[config.mk]
export PLATFORM = sky130hd
export DESIGN_NAME = rssi_ranked_neighbor_table
export DESIGN_NICKNAME = d
export VERILOG_FILES = /design/src/hdl/rrnt_pkg.sv /design/src/hdl/rrnt_cell.sv /design/src/hdl/rrnt_xchg.sv /design/src/hdl/rssi_ranked_neighbor_table.sv
export SDC_FILE = /design/constraint.sdc
export NUM_CORES = 1
export LEC_CHECK = 0
export BUFFER_PORTS_ARGS = -buffer_cell sky130_fd_sc_hd__buf_2
export CORE_ASPECT_RATIO = 1.5
export CORE_MARGIN = 2
export CORE_UTILIZATION = 45
export DETAILED_ROUTE_END_ITERATION = 16
export HOLD_SLACK_MARGIN = 0.15
export PLACE_DENSITY_LB_ADDON = 0.2
export RECOVER_POWER = 50
export SYNTH_ARGS = -nofsm -noshare
export SYNTH_HDL_FRONTEND = slang
export SYNTH_SLANG_ARGS = --single-unit
[constraint.sdc]
create_clock -name clk -period 6.3 [get_ports clk]
set_input_delay 0.315 -clock clk [delete_from_list [all_inputs] [get_ports clk]]
set_output_delay 0.315 -clock clk [all_outputs]
set_load 0.01 [all_outputs]
[src/hdl/rrnt_pkg.sv]
// Shared types and constants for the RSSI-ranked neighbor table.
// No dependencies. Used by rrnt_cell, rrnt_xchg and rssi_ranked_neighbor_table.
package rrnt_pkg;

    localparam int ID_W   = 8;
    localparam int RSSI_W = 16;
    localparam int LIFE_W = 4;
    localparam int CNT_W  = 3;

    localparam logic [LIFE_W-1:0] LIFE_RESET = 4'd5;

    // One table entry. An empty entry is all zeros.
    typedef struct packed {
        logic [ID_W-1:0]          id;
        logic signed [RSSI_W-1:0] rssi;
        logic [LIFE_W-1:0]        life;
    } slot_t;

    // Controls broadcast to every cell of the ring.
    typedef struct packed {
        logic shift;
        logic tick;
    } cell_ctrl_t;

    // Controls of the compare-exchange unit.
    typedef struct packed {
        logic en;
        logic wr_en;
    } xchg_ctrl_t;

    typedef enum logic [2:0] {
        OUT_UPDATED  = 3'd0,
        OUT_INSERTED = 3'd1,
        OUT_REPLACED = 3'd2,
        OUT_DROPPED  = 3'd3,
        OUT_AGED     = 3'd4
    } outcome_t;

    typedef enum logic [1:0] {
        ST_IDLE,
        ST_SORT,
        ST_DONE
    } state_t;

endpackage

[src/hdl/rrnt_cell.sv]
// One table cell: holds a single entry, shifts it down the ring and ages it.
// Depends on rrnt_pkg.
module rrnt_cell
(
    input  logic                clk,
    input  logic                rst_n,
    input  rrnt_pkg::cell_ctrl_t ctrl,
    input  rrnt_pkg::slot_t     shift_in,
    output rrnt_pkg::slot_t     slot,
    output logic                evicting
);

    rrnt_pkg::slot_t               slot_reg;
    rrnt_pkg::slot_t               slot_next;
    logic [rrnt_pkg::LIFE_W-1:0]   life_dec;

    always_comb
    begin
        life_dec = (slot_reg.life != '0) ? slot_reg.life - 1'b1 : '0;
    end

    // A live entry is cleared when this tick brings its lifetime to zero.
    assign evicting = (life_dec == '0) && (slot_reg.id != '0);

    always_comb
    begin
        slot_next = slot_reg;
        if (ctrl.shift)
        begin
            slot_next = shift_in;
        end
        else if (ctrl.tick)
        begin
            if (life_dec == '0)
            begin
                slot_next = '0;
            end
            else
            begin
                slot_next.life = life_dec;
            end
        end
    end

    always_ff @(posedge clk or negedge rst_n)
    begin
        if (!rst_n)
        begin
            slot_reg <= '0;
        end
        else
        begin
            slot_reg <= slot_next;
        end
    end

    assign slot = slot_reg;

endmodule

[src/hdl/rrnt_xchg.sv]
// Compare-exchange unit at the head of the cell ring; carries the running maximum.
// Depends on rrnt_pkg.
module rrnt_xchg
#(
    parameter int TABLE_DEPTH = 5
)
(
    input  logic                           clk,
    input  rrnt_pkg::xchg_ctrl_t           ctrl,
    input  logic [$clog2(TABLE_DEPTH)-1:0] pass_idx,
    input  logic [$clog2(TABLE_DEPTH)-1:0] step_idx,
    input  logic [$clog2(TABLE_DEPTH)-1:0] wr_idx,
    input  rrnt_pkg::slot_t                new_slot,
    input  rrnt_pkg::slot_t                elem,
    output rrnt_pkg::slot_t                ret
);

    localparam int PW = $clog2(TABLE_DEPTH);

    rrnt_pkg::slot_t hold_reg;
    rrnt_pkg::slot_t hold_next;
    rrnt_pkg::slot_t elem_eff;

    // The new entry replaces its target slot as that slot passes in the first pass.
    assign elem_eff = (ctrl.wr_en && (step_idx == wr_idx)) ? new_slot : elem;

    always_comb
    begin
        hold_next = hold_reg;
        ret       = elem_eff;
        if (step_idx == pass_idx)
        begin
            hold_next = elem_eff;
        end
        else if (step_idx > pass_idx)
        begin
            if ($signed(hold_reg.rssi) < $signed(elem_eff.rssi))
            begin
                ret       = hold_reg;
                hold_next = elem_eff;
            end
        end
        else if ((pass_idx != '0) && (step_idx == pass_idx - PW'(1)))
        begin
            // The winner of the previous pass lands in its final slot.
            ret = hold_reg;
        end
    end

    always_ff @(posedge clk)
    begin
        if (ctrl.en)
        begin
            hold_reg <= hold_next;
        end
    end

endmodule

[src/hdl/rssi_ranked_neighbor_table.sv]
// Top level of the RSSI-ranked neighbor table: cell ring, exchange unit and sequencer.
// Depends on rrnt_pkg, rrnt_cell and rrnt_xchg.
//
//  Channel  | Direction | Signals                      | Contents
//  ---------+-----------+------------------------------+-------------------------------------
//  s_*      | in        | s_tvalid s_tready s_tdata    | request: tuser = req_type,
//           |           | s_tuser                      | tdata = neighbor_id, rssi
//  m_*      | out       | m_tvalid m_tready m_tdata    | result: tuser = outcome, tdata = best
//           |           | m_tuser                      | id, best rssi, live and evicted counts
//  cfg_*    | in        | cfg_wr_en cfg_wr_data        | lifetime reload value
//
// A tick or a dropped packet goes from idle straight to the final state, which loads the
// result into the output register once that register is free and then returns to idle. A
// packet that changes the table passes through the sort state first: the ring of cells
// rotates once per sorting pass through the single compare-exchange unit, and there are
// TABLE_DEPTH passes. A new request is taken while the previous result still waits in the
// output register; a stalled output only holds the block in its final state. Reset empties
// every slot and sets the lifetime reload to five; no clearing pass is needed.
module rssi_ranked_neighbor_table
#(
    parameter int TABLE_DEPTH = 5
)
(
    input  logic        clk,
    input  logic        rst_n,
    input  logic        s_tvalid,
    output logic        s_tready,
    input  logic [23:0] s_tdata,   // [7:0] neighbor_id, [23:8] rssi
    input  logic [0:0]  s_tuser,   // [0] req_type
    output logic        m_tvalid,
    input  logic        m_tready,
    output logic [31:0] m_tdata,   // [7:0] best_id, [23:8] best_rssi, [26:24] live_count,
                                   // [29:27] evicted_count, [31:30] zero
    output logic [2:0]  m_tuser,   // [2:0] outcome
    input  logic        cfg_wr_en,
    input  logic [3:0]  cfg_wr_data
);

    localparam int PW   = $clog2(TABLE_DEPTH);
    localparam int POPW = ($clog2(TABLE_DEPTH + 1) > rrnt_pkg::CNT_W) ?
                          $clog2(TABLE_DEPTH + 1) : rrnt_pkg::CNT_W;
    localparam logic [PW-1:0] LAST_IDX = PW'(TABLE_DEPTH - 1);

    rrnt_pkg::state_t     state_reg;
    rrnt_pkg::state_t     state_next;
    rrnt_pkg::slot_t      slots [TABLE_DEPTH];
    logic [TABLE_DEPTH-1:0] evict_vec;
    rrnt_pkg::slot_t      ret_slot;
    rrnt_pkg::cell_ctrl_t cell_ctrl;
    rrnt_pkg::xchg_ctrl_t xchg_ctrl;

    logic [PW-1:0]              pass_reg;
    logic [PW-1:0]              pass_next;
    logic [PW-1:0]              step_reg;
    logic [PW-1:0]              step_next;
    logic                       write_reg;
    logic                       write_next;
    logic [PW-1:0]              widx_reg;
    logic [PW-1:0]              widx_next;
    rrnt_pkg::slot_t            new_reg;
    rrnt_pkg::slot_t            new_next;
    rrnt_pkg::outcome_t         outcome_reg;
    rrnt_pkg::outcome_t         outcome_next;
    logic [rrnt_pkg::CNT_W-1:0] evicted_reg;
    logic [rrnt_pkg::CNT_W-1:0] evicted_next;
    logic [rrnt_pkg::LIFE_W-1:0] lifetime_reg;
    logic [rrnt_pkg::LIFE_W-1:0] lifetime_next;
    logic                       m_tvalid_reg;
    logic                       m_tvalid_next;
    logic [31:0]                m_tdata_reg;
    logic [31:0]                m_tdata_next;
    logic [2:0]                 m_tuser_reg;
    logic [2:0]                 m_tuser_next;

    logic                       in_acc;
    logic                       is_tick;
    logic                       sort_last;
    logic                       out_load;
    logic [rrnt_pkg::ID_W-1:0]  in_id;
    logic signed [rrnt_pkg::RSSI_W-1:0] in_rssi;

    logic                       match_hit;
    logic [PW-1:0]              match_idx;
    logic                       empty_hit;
    logic [PW-1:0]              empty_idx;
    rrnt_pkg::outcome_t         rx_outcome;
    logic                       rx_write;
    logic [PW-1:0]              rx_idx;
    logic [POPW-1:0]            live_cnt;
    logic [POPW-1:0]            evict_cnt;

    // The ring shifts toward slot zero; the element leaving slot zero passes through the
    // exchange unit and re-enters at the far end, so one rotation presents the slots in
    // index order and leaves the ring aligned again.
    for (genvar k = 0; k < TABLE_DEPTH; k++)
    begin : g_cell
        rrnt_pkg::slot_t shift_in;
        if (k == TABLE_DEPTH - 1)
        begin : g_tail
            assign shift_in = ret_slot;
        end
        else
        begin : g_body
            assign shift_in = slots[k+1];
        end

        rrnt_cell u_cell
        (
            .clk      (clk),
            .rst_n    (rst_n),
            .ctrl     (cell_ctrl),
            .shift_in (shift_in),
            .slot     (slots[k]),
            .evicting (evict_vec[k])
        );
    end

    rrnt_xchg #(
        .TABLE_DEPTH (TABLE_DEPTH)
    ) u_xchg (
        .clk      (clk),
        .ctrl     (xchg_ctrl),
        .pass_idx (pass_reg),
        .step_idx (step_reg),
        .wr_idx   (widx_reg),
        .new_slot (new_reg),
        .elem     (slots[0]),
        .ret      (ret_slot)
    );

    assign in_id   = s_tdata[7:0];
    assign in_rssi = $signed(s_tdata[23:8]);
    assign is_tick = s_tuser[0];
    assign in_acc  = s_tvalid && s_tready;

    // Lookup against the aligned ring: first matching id, then first empty slot.
    always_comb
    begin
        match_hit = 1'b0;
        match_idx = '0;
        empty_hit = 1'b0;
        empty_idx = '0;
        for (int k = 0; k < TABLE_DEPTH; k++)
        begin
            if (!match_hit && (slots[k].id == in_id))
            begin
                match_hit = 1'b1;
                match_idx = PW'(k);
            end
            if (!empty_hit && (slots[k].id == '0))
            begin
                empty_hit = 1'b1;
                empty_idx = PW'(k);
            end
        end
    end

    always_comb
    begin
        rx_outcome = rrnt_pkg::OUT_DROPPED;
        rx_write   = 1'b0;
        rx_idx     = '0;
        if (in_id == '0)
        begin
            // A zero id never enters the table.
            rx_outcome = rrnt_pkg::OUT_DROPPED;
        end
        else if (match_hit)
        begin
            rx_outcome = rrnt_pkg::OUT_UPDATED;
            rx_write   = 1'b1;
            rx_idx     = match_idx;
        end
        else if (empty_hit)
        begin
            rx_outcome = rrnt_pkg::OUT_INSERTED;
            rx_write   = 1'b1;
            rx_idx     = empty_idx;
        end
        else if (in_rssi > $signed(slots[TABLE_DEPTH-1].rssi))
        begin
            rx_outcome = rrnt_pkg::OUT_REPLACED;
            rx_write   = 1'b1;
            rx_idx     = LAST_IDX;
        end
    end

    always_comb
    begin
        live_cnt  = '0;
        evict_cnt = '0;
        for (int k = 0; k < TABLE_DEPTH; k++)
        begin
            live_cnt  = live_cnt + POPW'(slots[k].id != '0);
            evict_cnt = evict_cnt + POPW'(evict_vec[k]);
        end
    end

    assign sort_last = (step_reg == LAST_IDX) && (pass_reg == LAST_IDX);

    // Next-state logic.
    always_comb
    begin
        state_next = state_reg;
        unique case (state_reg)
            rrnt_pkg::ST_IDLE:
            begin
                if (in_acc)
                begin
                    state_next = (!is_tick && rx_write) ? rrnt_pkg::ST_SORT
                                                        : rrnt_pkg::ST_DONE;
                end
            end
            rrnt_pkg::ST_SORT:
            begin
                if (sort_last)
                begin
                    state_next = rrnt_pkg::ST_DONE;
                end
            end
            rrnt_pkg::ST_DONE:
            begin
                if (!m_tvalid_reg || m_tready)
                begin
                    state_next = rrnt_pkg::ST_IDLE;
                end
            end
            default:
            begin
                state_next = rrnt_pkg::ST_IDLE;
            end
        endcase
    end

    // State-machine outputs.
    always_comb
    begin
        s_tready        = 1'b0;
        cell_ctrl.shift = 1'b0;
        cell_ctrl.tick  = 1'b0;
        xchg_ctrl.en    = 1'b0;
        xchg_ctrl.wr_en = 1'b0;
        out_load        = 1'b0;
        unique case (state_reg)
            rrnt_pkg::ST_IDLE:
            begin
                s_tready       = 1'b1;
                cell_ctrl.tick = s_tvalid && is_tick;
            end
            rrnt_pkg::ST_SORT:
            begin
                cell_ctrl.shift = 1'b1;
                xchg_ctrl.en    = 1'b1;
                xchg_ctrl.wr_en = write_reg && (pass_reg == '0);
            end
            rrnt_pkg::ST_DONE:
            begin
                out_load = !m_tvalid_reg || m_tready;
            end
            default:
            begin
                s_tready = 1'b0;
            end
        endcase
    end

    // Datapath and counter next values.
    always_comb
    begin
        pass_next     = pass_reg;
        step_next     = step_reg;
        write_next    = write_reg;
        widx_next     = widx_reg;
        new_next      = new_reg;
        outcome_next  = outcome_reg;
        evicted_next  = evicted_reg;
        lifetime_next = cfg_wr_en ? cfg_wr_data : lifetime_reg;
        m_tvalid_next = m_tvalid_reg;
        m_tdata_next  = m_tdata_reg;
        m_tuser_next  = m_tuser_reg;

        if (in_acc)
        begin
            if (is_tick)
            begin
                outcome_next = rrnt_pkg::OUT_AGED;
                evicted_next = evict_cnt[rrnt_pkg::CNT_W-1:0];
                write_next   = 1'b0;
            end
            else
            begin
                outcome_next  = rx_outcome;
                evicted_next  = '0;
                write_next    = rx_write;
                widx_next     = rx_idx;
                new_next.id   = in_id;
                new_next.rssi = in_rssi;
                new_next.life = lifetime_reg;
            end
        end

        if (cell_ctrl.shift)
        begin
            if (step_reg == LAST_IDX)
            begin
                step_next = '0;
                pass_next = sort_last ? '0 : pass_reg + PW'(1);
            end
            else
            begin
                step_next = step_reg + PW'(1);
            end
        end

        if (m_tvalid_reg && m_tready)
        begin
            m_tvalid_next = 1'b0;
        end
        if (out_load)
        begin
            m_tvalid_next = 1'b1;
            m_tuser_next  = outcome_reg;
            m_tdata_next  = {2'b00, evicted_reg, live_cnt[rrnt_pkg::CNT_W-1:0],
                             slots[0].rssi, slots[0].id};
        end
    end

    always_ff @(posedge clk or negedge rst_n)
    begin
        if (!rst_n)
        begin
            state_reg    <= rrnt_pkg::ST_IDLE;
            pass_reg     <= '0;
            step_reg     <= '0;
            write_reg    <= 1'b0;
            lifetime_reg <= rrnt_pkg::LIFE_RESET;
            m_tvalid_reg <= 1'b0;
        end
        else
        begin
            state_reg    <= state_next;
            pass_reg     <= pass_next;
            step_reg     <= step_next;
            write_reg    <= write_next;
            lifetime_reg <= lifetime_next;
            m_tvalid_reg <= m_tvalid_next;
        end
    end

    always_ff @(posedge clk)
    begin
        widx_reg    <= widx_next;
        new_reg     <= new_next;
        outcome_reg <= outcome_next;
        evicted_reg <= evicted_next;
        m_tdata_reg <= m_tdata_next;
        m_tuser_reg <= m_tuser_next;
    end

    assign m_tvalid = m_tvalid_reg;
    assign m_tdata  = m_tdata_reg;
    assign m_tuser  = m_tuser_reg;

    // The ring must be aligned whenever a request can be looked up.
    a_aligned_idle: assert property (@(posedge clk) disable iff (!rst_n)
        (state_reg == rrnt_pkg::ST_IDLE) |-> (pass_reg == '0) && (step_reg == '0))
        else $error("ring not aligned in idle");

    a_step_range: assert property (@(posedge clk) disable iff (!rst_n)
        (step_reg <= LAST_IDX) && (pass_reg <= LAST_IDX))
        else $error("sort counter out of range");

    a_sorted: assert property (@(posedge clk) disable iff (!rst_n)
        (state_reg == rrnt_pkg::ST_SORT) && (state_next == rrnt_pkg::ST_DONE)
        |=> ($signed(slots[0].rssi) >= $signed(slots[1].rssi)))
        else $error("head slot not strongest after sort");

    a_result_from_done: assert property (@(posedge clk) disable iff (!rst_n)
        $rose(m_tvalid_reg) |-> $past(state_reg == rrnt_pkg::ST_DONE))
        else $error("result produced outside final state");

endmodule

==> out/metrics.yaml, run 1 <==
drv_cap: 2
cts_buffer_depth: 3
p_leak_nw: 5.612
cp.depth: 16
antenna_found_initial: 0
largest_reg_flops: 140
die_x_um: 134.2
die_area_um2: 26760
diodes: 0
finalClockSkew_ps: 12.59
die_h_um: 199.4
synth_top_area_cell: "dfrtp_1"
violations: "capacitance limit, slew limit"
cts_tree: "done"
syn_avg_cell_area_um2: 12.18
core_um2: 25050
drc: 0
grt-ovfl-total: 0
dp_cells: 1293
critPathMaxFanout: 40
ys_async_sr_fraction: 0.6111
irDropWorstVdd_mv: 0.2568
ys_seq_area_frac: 0.5938
finalCriticalPeriod_ps: 4676
stdcell_count: 1373
via_per_inst: 5.552
multi_input_comb_area_um2: 4319
num_rows: 71
critical-path-top-delay-family: "simple AND/OR/NAND/NOR gates"
startpoint_type: "register"
hold-path-cell-count: 3
worstHoldPathType: "input pin to register"
post_drt_wl_per_cell_um: 19.28
drtIter0Drc: 485
rr_endpoint: "g_cell[4].u_cell.slot[18]$_DFFE_PN0P_"
pre_cts_ws_ps: 1808
drtPass1Iterations: 5
powerDensity_nw_per_um2: 513.5
cp_slowest_stage_delay_ps: 510
ys_types: 56
grt_max_degree: 87
status: "complete, but fails checks"
rr_worst_depth: 16
report.final.slew_viol_count: 69
syn_inst: 940
hold_end: "m_tvalid$_DFFE_PN0P_"
slowest_stage: "o21ba_2"
yosysMostFrequentCell: "dfrtp_1"
maxSlewHeadroom: -0.8130
syn_area_um2: 11450
end_kind: "register"
fmax_mhz: 213.9
start_util: 0.4570
min_period_over_period: 0.7422
crit_arrival_ps: 5090
netlist.area_leader.share: 0.3322
synth_top_cells_by_area: "dfrtp_1 (33%), edfxtp_1 (26%), a22o_1 (7.2%), ha_1 (4.5%), mux2i_1 (2.7%)"
dp_hpwl_um: 17090
worst_skew_pair.late_latency_ps: 520
final_util: 0.5234
min_from: "m_tready"
num_vias: 7623
r2r_start: "pass_reg[0]$_DFFE_PN0P_"
setup_viol: 0
ioPinCount: 71
synth_edf_count: 98
seqCellArea_um2: 6799
fin_ws_ps: 1624
path_class: "register to register"
synthFlopType: "dfrtp_1"
cts.sinks: 252
critPathRequiredTime_ps: 6710
regToRegSetupSlack_ps: 1620
rsz0062_at_grt: "no"
area_growth_syn_to_layout_pct: 14.51
path_cells: "inv_1, ha_1, nand2_1, nor3_2, nand4_1, buf_4, mux2i_1, ha_1, a211oi_1, nor2_1, o21ai_1, nand4_1, or2_2, o21ba_2, or3_1, a22o_1"
yosys_warnings: 0
worstMarginPinSlew_ps: 2719
ys_seq_elements: 252
numPortBuffers: 68
grt_pass1_vias: 7631
grt_first_pass_wirelength_um: 42070
final.fill_count: 2280
path_clk_slew_ps: 70
gp_congestion: 0.8516
finalPower_mw: 6.733
dpl-instance-area_um2: 12130
ctsRootBufferMaster: "clkbuf_16"
ant_nets: 0
yosys-top-cells-count: "dfrtp_1 (152), edfxtp_1 (98), a22o_1 (94), nand2_1 (72), inv_1 (46)"
track_usage: 0.2005
holdWs_ps: 221.9
cts_resized: 0
path_buf_inv: 2
routed_wl_um: 26470
drive_above_1_share: 0.07368
hold_violations: 0
nets: 1105
fin_area_um2: 13110
ctsHtreeMaxLevel: 1
tns_ps: 0
cts_buffers: 25
-- kinds of logic after synthesis --
| logic type | Yosys count | synth area share |
|---|---|---|
| buf+inv | 99 | 0.03409 |
| xor+xnor | 47 | 0.03595 |
| simple gates | 218 | 0.09704 |
| fa+ha+maj | 47 | 0.05355 |
| compound gates | 226 | 0.1394 |
| other cells | 1 | 0.0003275 |
| flops | 252 | 0.5938 |
| mux | 50 | 0.04579 |
-- where the power goes --
group          total (mW)  internal (mW)  leakage (nW)  switching (mW)
Sequential           2.79           2.36          2.95           0.426
Clock                1.36          0.732         0.359           0.630
Combinational        2.58           1.02          2.31            1.57
Total                6.73           4.11          5.61            2.62
-- cell type report --
type,count,share of cell area
Clock buffer,29,0.04886
Clock inverter,17,0.007157
Inverter,46,0.01317
Multi-Input combinational cell,590,0.3294
Sequential cell,252,0.5186
Tap cell,328,0.03130
Timing Repair Buffer,111,0.05153
-- layout by cell type, fill, tap and decap left out, types with 18 or more instances in the layout --
cell,n
dlygate4sd3_1,34
edfxtp_1,98
clkbuf_16,25
mux2i_1,31
dfrtp_1,152
o21ai_1,24
nor3_1,18
o21ai_0,40
a22o_1,94
ha_1,41
xnor2_1,30
nor2_1,25
a21oi_1,26
clkbuf_1,65
inv_1,46
nand2_1,72
-- layer usage --
| metal | share of wire | track usage | up-vias |
|---|---|---|---|
| li1 | - | - | 3624 |
| met1 | 0.44 | 0.2634 | 3799 |
| met2 | 0.50 | 0.3509 | 160 |
| met3 | 0.034 | 0.02156 | 40 |
| met4 | 0.023 | 0.05965 | 0 |
| met5 | 0 | 0 | - |
-- worst max-delay path by stage --
stage                            start                                    end  slack (ps)
3_3_place_gp   pass_reg[0]$_DFFE_PN0P_  g_cell[4].u_cell.slot[18]$_DFFE_PN0P_        1930
3_5_place_dp   pass_reg[0]$_DFFE_PN0P_  g_cell[4].u_cell.slot[18]$_DFFE_PN0P_        1810
6_report       pass_reg[0]$_DFFE_PN0P_  g_cell[4].u_cell.slot[18]$_DFFE_PN0P_        1620
2_1_floorplan  pass_reg[0]$_DFFE_PN0P_           u_xchg.hold_reg[0]$_DFFE_PP_        1870
5_1_grt        pass_reg[0]$_DFFE_PN0P_   g_cell[4].u_cell.slot[8]$_DFFE_PN0P_        1330
4_1_cts        pass_reg[0]$_DFFE_PN0P_  g_cell[4].u_cell.slot[18]$_DFFE_PN0P_        1810
-- worst reg2reg max path: stages (launching register included) --
cell	delay, ps
dfrtp_1	430
inv_1	100
ha_1	210
nand2_1	80
nor3_2	120
nand4_1	460
buf_4	450
mux2i_1	340
ha_1	310
a211oi_1	200
nor2_1	80
o21ai_1	160
nand4_1	130
or2_2	320
o21ba_2	510
or3_1	440
a22o_1	220
-- what timing repair did --
item | CTS | global route
endpoints found under the hold margin | 112 | 0
buffers inserted | 0 | 0
hold buffers | 34 | 0
endpoints found under the setup margin | 0 | 0
Power figures use the tool's default switching activity.
==> run 2: changes to the inputs <==
Settings changed: ABC_AREA from default to 1.
Clock period 6.3 ns to 4.79 ns, I/O delays scaled along.
==> run 2 against run 1 <==
Net effect: the run still ends with capacitance limit, slew limit left; cell area rose by 7.2%; synthesized cell count increased by 40%; sequential cell count stayed put; register-to-register slack got worse by 1200 ps; utilization fell by 0.52 points; total power up 62%; critical endpoint is now u_xchg.hold_reg[9]$_DFFE_PP_; largest power group is now combinational logic.
==> out/metrics.yaml, run 2 <==
fmax_mhz: 227.2  # +6.2%
grt_max_degree: 65  # -25%
cts_buffers: 25  # unchanged
syn_inst: 1320  # +40%
startpoint_type: "register"
gp_congestion: 0.8751  # +2.8%
grt_pass1_vias: 9495  # +24%
rr_worst_depth: 19  # +3
maxSlewHeadroom: -1.257  # -0.4437
yosys_warnings: 0  # unchanged
tns_ps: 0  # unchanged
cts_tree: "done"
finalCriticalPeriod_ps: 4402  # -274.4 ps
area_growth_syn_to_layout_pct: 13.99
antenna_found_initial: 0  # unchanged
final_util: 0.5181  # -0.005248
netlist.area_leader.share: 0.3085  # -0.02373
regToRegSetupSlack_ps: 390  # -1240 ps
worstMarginPinSlew_ps: 3385  # +665.6 ps
cts_setup_buffers: 0  # unchanged
layout_common_cells: "inv_1 (232), nand2_1 (232), dfrtp_1 (152), edfxtp_1 (98), o22ai_1 (94)"
pre_cts_ws_ps: 383.8  # -1425 ps
path_cells: "inv_1, ha_1, nand3_2, nor2_4, nand3_4, o21ai_0, ha_1, nand2_1, inv_1, a221oi_1, o21ai_0, a31oi_1, nand2_2, nand2_4, nand2_8, inv_6, nand2_1, a21oi_2, buf_4"
track_usage: 0.2250  # +0.02458
finalClockSkew_ps: 14.88  # +2.294 ps
diodes: 0  # unchanged
num_vias: 9434  # +24%
die_h_um: 206.7  # +3.7%
cp_slowest_stage_delay_ps: 410  # -100 ps
powerDensity_nw_per_um2: 774.3  # +51%
grt-ovfl-total: 0  # unchanged
cts_buffer_depth: 3  # unchanged
worstHoldPathType: "register to register"
hold_violations: 0  # unchanged
setup_viol: 0  # unchanged
die_x_um: 139.2  # +3.7%
largest_reg_flops: 140  # unchanged
fin_ws_ps: 388.3  # -1236 ps
drc: 0  # unchanged
min_period_over_period: 0.9189  # +0.1767
dp_hpwl_um: 21700  # +27%
nets: 1488  # +35%
grt_first_pass_wirelength_um: 51070  # +21%
report.final.slew_viol_count: 141  # +100%
ys_seq_area_frac: 0.5514  # -0.04242
path_buf_inv: 4  # +2
violations: "capacitance limit, slew limit"
cp-startpoint: "pass_reg[0]$_DFFE_PN0P_"
ys_seq_elements: 252  # unchanged
crit_arrival_ps: 4600  # -490 ps
ctsRootBufferMaster: "clkbuf_16"
core_um2: 27130  # +8.3%
routed_wl_um: 32060  # +21%
numPortBuffers: 68  # unchanged
worst_skew_pair.late_latency_ps: 550  # +30 ps
status: "complete, but fails checks"
hold-path-cell-count: 0  # -3
syn_area_um2: 12330  # +7.7%
irDropWorstVdd_mv: 0.4015  # +56%
via_per_inst: 5.330  # -4.0%
path_clk_slew_ps: 60  # about the same
ant_nets: 0  # unchanged
ys_types: 49  # -13%
post_drt_wl_per_cell_um: 18.11  # -6.0%
rr_endpoint: "u_xchg.hold_reg[9]$_DFFE_PP_"
end_kind: "register"
num_rows: 74  # +4.2%
min_from: "outcome_reg[2]$_SDFFCE_PP1P_"
rsz0062_at_grt: "no"
ctsHtreeMaxLevel: 1  # unchanged
final.fill_count: 2531  # +11%
yosysMostFrequentCell: "nand2_1"
p_leak_nw: 6.510  # +16%
path_class: "register to register"
critPathMaxFanout: 28  # -30%
critical-path-top-delay-family: "compound AO/OA/AOI/OAI gates"
slowest_stage: "dfrtp_1"
die_area_um2: 28770  # +7.5%
ys_async_sr_fraction: 0.6111  # unchanged
drive_above_1_share: 0.06373  # -0.009959
drv_cap: 3  # +1
r2r_start: "pass_reg[0]$_DFFE_PN0P_"
start_util: 0.4545  # -0.002523
synth_top_cells_by_area: "dfrtp_1 (31%), edfxtp_1 (24%), nand2_1 (7.1%), inv_1 (7.0%), o22ai_1 (4.8%)"
finalPower_mw: 10.88  # +62%
drtPass1Iterations: 5  # unchanged
synthFlopType: "dfrtp_1"
synth_edf_count: 98  # unchanged
drtIter0Drc: 588  # +21%
yosys-top-cells-count: "nand2_1 (233), inv_1 (231), dfrtp_1 (152), edfxtp_1 (98), o22ai_1 (94)"
ioPinCount: 71  # unchanged
hold_end: "m_tuser[2]$_DFFE_PP_"
cts.sinks: 252  # unchanged
synth_top_area_cell: "dfrtp_1"
critPathRequiredTime_ps: 4980  # -1730 ps
syn_avg_cell_area_um2: 9.341  # -23%
-- run 2: changes by cell type in the layout (fill, tap and decap cells not counted), moves of 12 or more --
cell,previous run,this run
nor3_1,18,6
nand2b_1,17,0
inv_1,46,232
o22ai_1,2,94
mux2i_1,31,0
o211ai_1,0,30
nor2_1,25,70
xnor2_1,30,5
o21ai_0,40,61
a22o_1,94,0
or3_1,15,0
nand2_1,72,232
nand3_1,7,83
-- run 2: repair_timing --
action                                  4_1_cts  5_1_grt
endpoints found under the setup margin        0        0
hold buffers                                 36        0
gates resized for setup                       0        0
hold endpoints to repair                     94        0
-- run 2: logic make-up after synthesis --
group	Yosys count	synth area share
AND/OR/NAND/NOR	443	0.1593
buffers and inverters	296	0.09325
AO/OA/AOI/OAI	257	0.1268
flip-flops	252	0.5514
adder cells (fa/ha/maj)	45	0.04810
XOR/XNOR	22	0.01715
multiplexers	4	0.003653
other	1	0.0003041
-- run 2: area by class of cell --
class                   instances  area [µm²]  area share
clock inverters                10       95.09    0.006765
inverters                     237       894.6     0.06365
well taps                     342       427.9     0.03044
multi-input cells             773        4414      0.3140
flip-flops and latches        252        6799      0.4837
repair buffers                120       738.2     0.05252
clock buffers                  36       686.9     0.04887
-- run 2: how the worst max path moves through the flow --
stage	end	slack, ps	cells after the start
finish	u_xchg.hold_reg[9]$_DFFE_PP_	390	19
global route	u_xchg.hold_reg[8]$_DFFE_PP_	50	19
CTS	u_xchg.hold_reg[9]$_DFFE_PP_	390	19
detailed placement	u_xchg.hold_reg[8]$_DFFE_PP_	380	19
global placement	u_xchg.hold_reg[10]$_DFFE_PP_	560	19
floorplan	u_xchg.hold_reg[0]$_DFFE_PP_	350	20
-- run 2: through the flow --
step                hold slack, ps  std cells  area (µm²)
floorplan                   -56.09       1321       12340
global placement             248.6       1688       13010
detailed placement           250.4       1688       13010
CTS                          251.2       1770       14150
global route                 440.6       1770       14060
finish                       418.1       1770       14060
-- run 2: worst register-to-register path, delay by kind of cell (launching register included) --
family | cells | cell delay, ps
AO/OA/AOI/OAI | 5 | 1140
AND/OR/NAND/NOR | 8 | 1090
buffers and inverters | 4 | 820
adder cells (fa/ha/maj) | 2 | 590
flip-flops | 1 | 410
-- run 2: where the power goes --
group          switching (mW)  internal, mW  leakage [nW]
combinational            3.44          1.67          3.42
sequential              0.541          3.32          2.71
clock                   0.845          1.06         0.384
-- run 2: per-layer routing --
| metal | share of wire | GRT usage | wire [µm] | up-vias |
|---|---|---|---|---|
| met1 | 0.40 | 0.2740 | 12880 | 4543 |
| met2 | 0.52 | 0.4157 | 16660 | 238 |
| met4 | 0.034 | 0.08478 | 1092 | 0 |
| met3 | 0.044 | 0.02099 | 1426 | 48 |
| li1 | - | - | - | 4605 |
| met5 | 0 | 0 | 0 | - |
==> run 3: changes to the inputs <==
Settings changed: ABC_AREA 1 to default, CAP_MARGIN from default to 20.
==> run 3 against run 2 <==
Net effect: the flow still finishes with violations (capacitance limit, slew limit); first-iteration DRC count decreased by 17%; critical path depth decreased by 3; count of clock-buffer cells in the layout is 1 lower; sequential cell count is the same; utilization increased by 1.2 points; maximum frequency grew 4.7%; largest power group is now sequential cells.
==> out/metrics.yaml, run 3 (synthesis results as in run 1) <==
ioPinCount: 71  # unchanged
critPathRequiredTime_ps: 5190  # +210 ps
cp-startpoint: "pass_reg[0]$_DFFE_PN0P_"
path_class: "register to register"
internal-power_mw: 5.611  # -7.3%
regToRegSetupSlack_ps: 590  # +200 ps
num_rows: 71  # -4.1%
slowest_stage: "o21ba_2"
die_h_um: 199.4  # -3.6%
cts_buffers: 25  # unchanged
pwr-share-comb: 0.376  # -0.094
ant_nets: 0  # unchanged
globalRouteMet3Util: 0.02461  # +0.003615
worstMarginPinSlew_ps: 3548  # +163.2 ps
final_common_cell: "dfrtp_1"
top_usage_layer: "met2"
violations: "capacitance limit, slew limit"
clockPowerShare: 0.220  # +0.045
p_leak_nw: 5.695  # -13%
die_area_um2: 26760  # -7.0%
rr_endpoint: "g_cell[4].u_cell.slot[18]$_DFFE_PN0P_"
layout_common_cells: "dfrtp_1 (152), edfxtp_1 (98), a22o_1 (94), nand2_1 (72), clkbuf_1 (65)"
maxSlewHeadroom: -1.366  # -0.1088
crit_path_frequent_cell: "ha_1"
num_vias: 7649  # -19%
routed_wl_um: 26880  # -16%
powerDensity_nw_per_um2: 684.3  # -12%
fmax_mhz: 237.9  # +4.7%
drc: 0  # unchanged
hold_violations: 0  # unchanged
startpoint_type: "register"
seqCellArea_um2: 6799  # unchanged
power.switching_mw: 3.480  # -28%
tns_ps: 0  # unchanged
report.final.slew_viol_count: 85  # -40%
use_met2: 0.3590  # -0.05670
irDropWorstVdd_mv: 0.3319  # -17%
via_per_inst: 5.551  # +4.1%
post_drt_wl_per_cell_um: 19.50  # +7.7%
endpoint: "g_cell[4].u_cell.slot[18]$_DFFE_PN0P_"
status: "complete, but fails checks"
end_kind: "register"
drtIter0Drc: 486  # -17%
final.fill_count: 2212  # -13%
core_um2: 25050  # -7.7%
start_util: 0.4570  # +0.002523
use_met1: 0.2580  # -0.01594
finalClockSkew_ps: 26.85  # +11.96 ps
worstHoldPathType: "register to register"
numPortBuffers: 68  # unchanged
multi_input_comb_area_um2: 4325  # -2.0%
crit_arrival_ps: 4610  # about the same
cp_slowest_stage_delay_ps: 500  # +90 ps
cts_resized: 0  # unchanged
largest_reg_flops: 140  # unchanged
nets: 1110  # -25%
grt_pass1_vias: 7817  # -18%
dp_hpwl_um: 17340  # -20%
min_period_over_period: 0.8776  # -0.04135
track_usage: 0.2023  # -0.02275
cts.sinks: 252  # unchanged
switching_share: 0.3828  # -0.06080
diodes: 0  # unchanged
drv_cap: 2  # -1
gp_congestion: 0.8095  # -7.5%
ctsHtreeMaxLevel: 1  # unchanged
path_cells: "inv_1, ha_1, nand2_1, nor3_2, nand4_2, buf_12, mux2i_1, ha_1, a211oi_1, nor2_1, o21ai_1, nand4_1, or2_2, o21ba_2, or3_1, a22o_1"
r2r_start: "pass_reg[0]$_DFFE_PN0P_"
grt_max_degree: 75  # +15%
cts_setup_buffers: 0  # unchanged
area_growth_syn_to_layout_pct: 16.04
drive_above_1_share: 0.08667  # +0.02294
antenna_found_initial: 0  # unchanged
setup_viol: 0  # unchanged
worst_skew_pair.late_latency_ps: 540  # about the same
finalCriticalPeriod_ps: 4204  # -198.1 ps
p_seq_frac: 0.403  # +0.048
final_util: 0.5304  # +0.01224
cts_tree: "done"
grt_first_pass_wirelength_um: 42470  # -17%
grt-ovfl-total: 0  # unchanged
finalPower_mw: 9.092  # -16%
rr_worst_depth: 16  # -3
die_x_um: 134.2  # -3.5%
cts_buffer_depth: 3  # unchanged
ctsRootBufferMaster: "clkbuf_16"
rsz0062_at_grt: "no"
drtPass1Iterations: 5  # unchanged
path_clk_slew_ps: 60  # about the same
critPathMaxFanout: 40  # +43%
==> run 3: cell types whose count changed in the layout (fill, tap and decap cells not counted), moves of 17 or more <==
| cell | delta |
|---|---|
| xnor2_1 | +25 |
| nor2_1 | -45 |
| a22o_1 | +94 |
| inv_1 | -186 |
| o211ai_1 | -30 |
| nand2_1 | -160 |
| mux2i_1 | +31 |
| o21ai_0 | -21 |
| o22ai_1 | -92 |
| nand3_1 | -76 |
| nand2b_1 | +17 |
==> run 3: what timing repair did <==
item,CTS,global route
hold endpoints to repair,107,0
hold buffers,36,0
endpoints found under the setup margin,0,0
==> run 3: through the flow <==
stage | instances | hold WS [ps] | instance area (µm²) | setup slack (ps)
CTS | 1377 | 332.4 | 13360 | 545.7
floorplan | 941 | -56.09 | 11450 | 358.0
global route | 1378 | 426.4 | 13290 | 270.8
global placement | 1295 | 329.4 | 12160 | 742.2
finish | 1378 | 418.0 | 13290 | 586.4
detailed placement | 1295 | 327.4 | 12160 | 543.0
==> run 3: routing by layer <==
metal | vias up | share of wire
met5 | - | 0
met4 | 0 | 0.027
met3 | 47 | 0.034
met2 | 131 | 0.51
met1 | 3840 | 0.43
li1 | 3631 | -
==> run 3: worst min path at each step <==
stage	from	to	slack, ps	cells past startpoint
final	evicted_reg[0]$_SDFFCE_PN0P_	m_tdata[27]$_DFFE_PP_	420	0
after global routing	evicted_reg[0]$_SDFFCE_PN0P_	m_tdata[27]$_DFFE_PP_	430	0
after CTS	rst_n	g_cell[3].u_cell.slot[18]$_DFFE_PN0P_	330	2
after detailed placement	rst_n	lifetime_reg[1]$_DFFE_PN0P_	330	1
after global placement	rst_n	g_cell[1].u_cell.slot[15]$_DFFE_PN0P_	330	1
after floorplan	rst_n	g_cell[0].u_cell.slot[0]$_DFFE_PN0P_	-60	0
==> run 3: layout make-up <==
cell class / count / area share
Sequential cell: 252 / 0.5117
Multi-Input combinational cell: 590 / 0.3255
Timing Repair Buffer: 116 / 0.05613
Clock buffer: 35 / 0.05368
Tap cell: 328 / 0.03089
Inverter: 46 / 0.01300
Clock inverter: 11 / 0.009040
==> run 3: power groups by stage <==
| stage | registers [mW] | clock network [mW] | logic [mW] |
|---|---|---|---|
| after CTS | 3.67 | 2.04 | 3.47 |
| after detailed placement | 3.70 | 0 | 3.43 |
| final | 3.67 | 2.00 | 3.42 |
| after floorplan | 3.63 | 0 | 2.53 |
| after global placement | 3.69 | 0 | 3.36 |
| after global routing | 3.76 | 2.12 | 3.85 |
==> run 3: worst max-delay path, delay by kind of cell (launching register included) <==
kind	cells	cell delay (ps)
buffers and inverters	2	340
AND/OR/NAND/NOR	7	1460
multiplexers	1	250
adder cells (fa/ha/maj)	2	520
flip-flops	1	420
AO/OA/AOI/OAI	4	1070
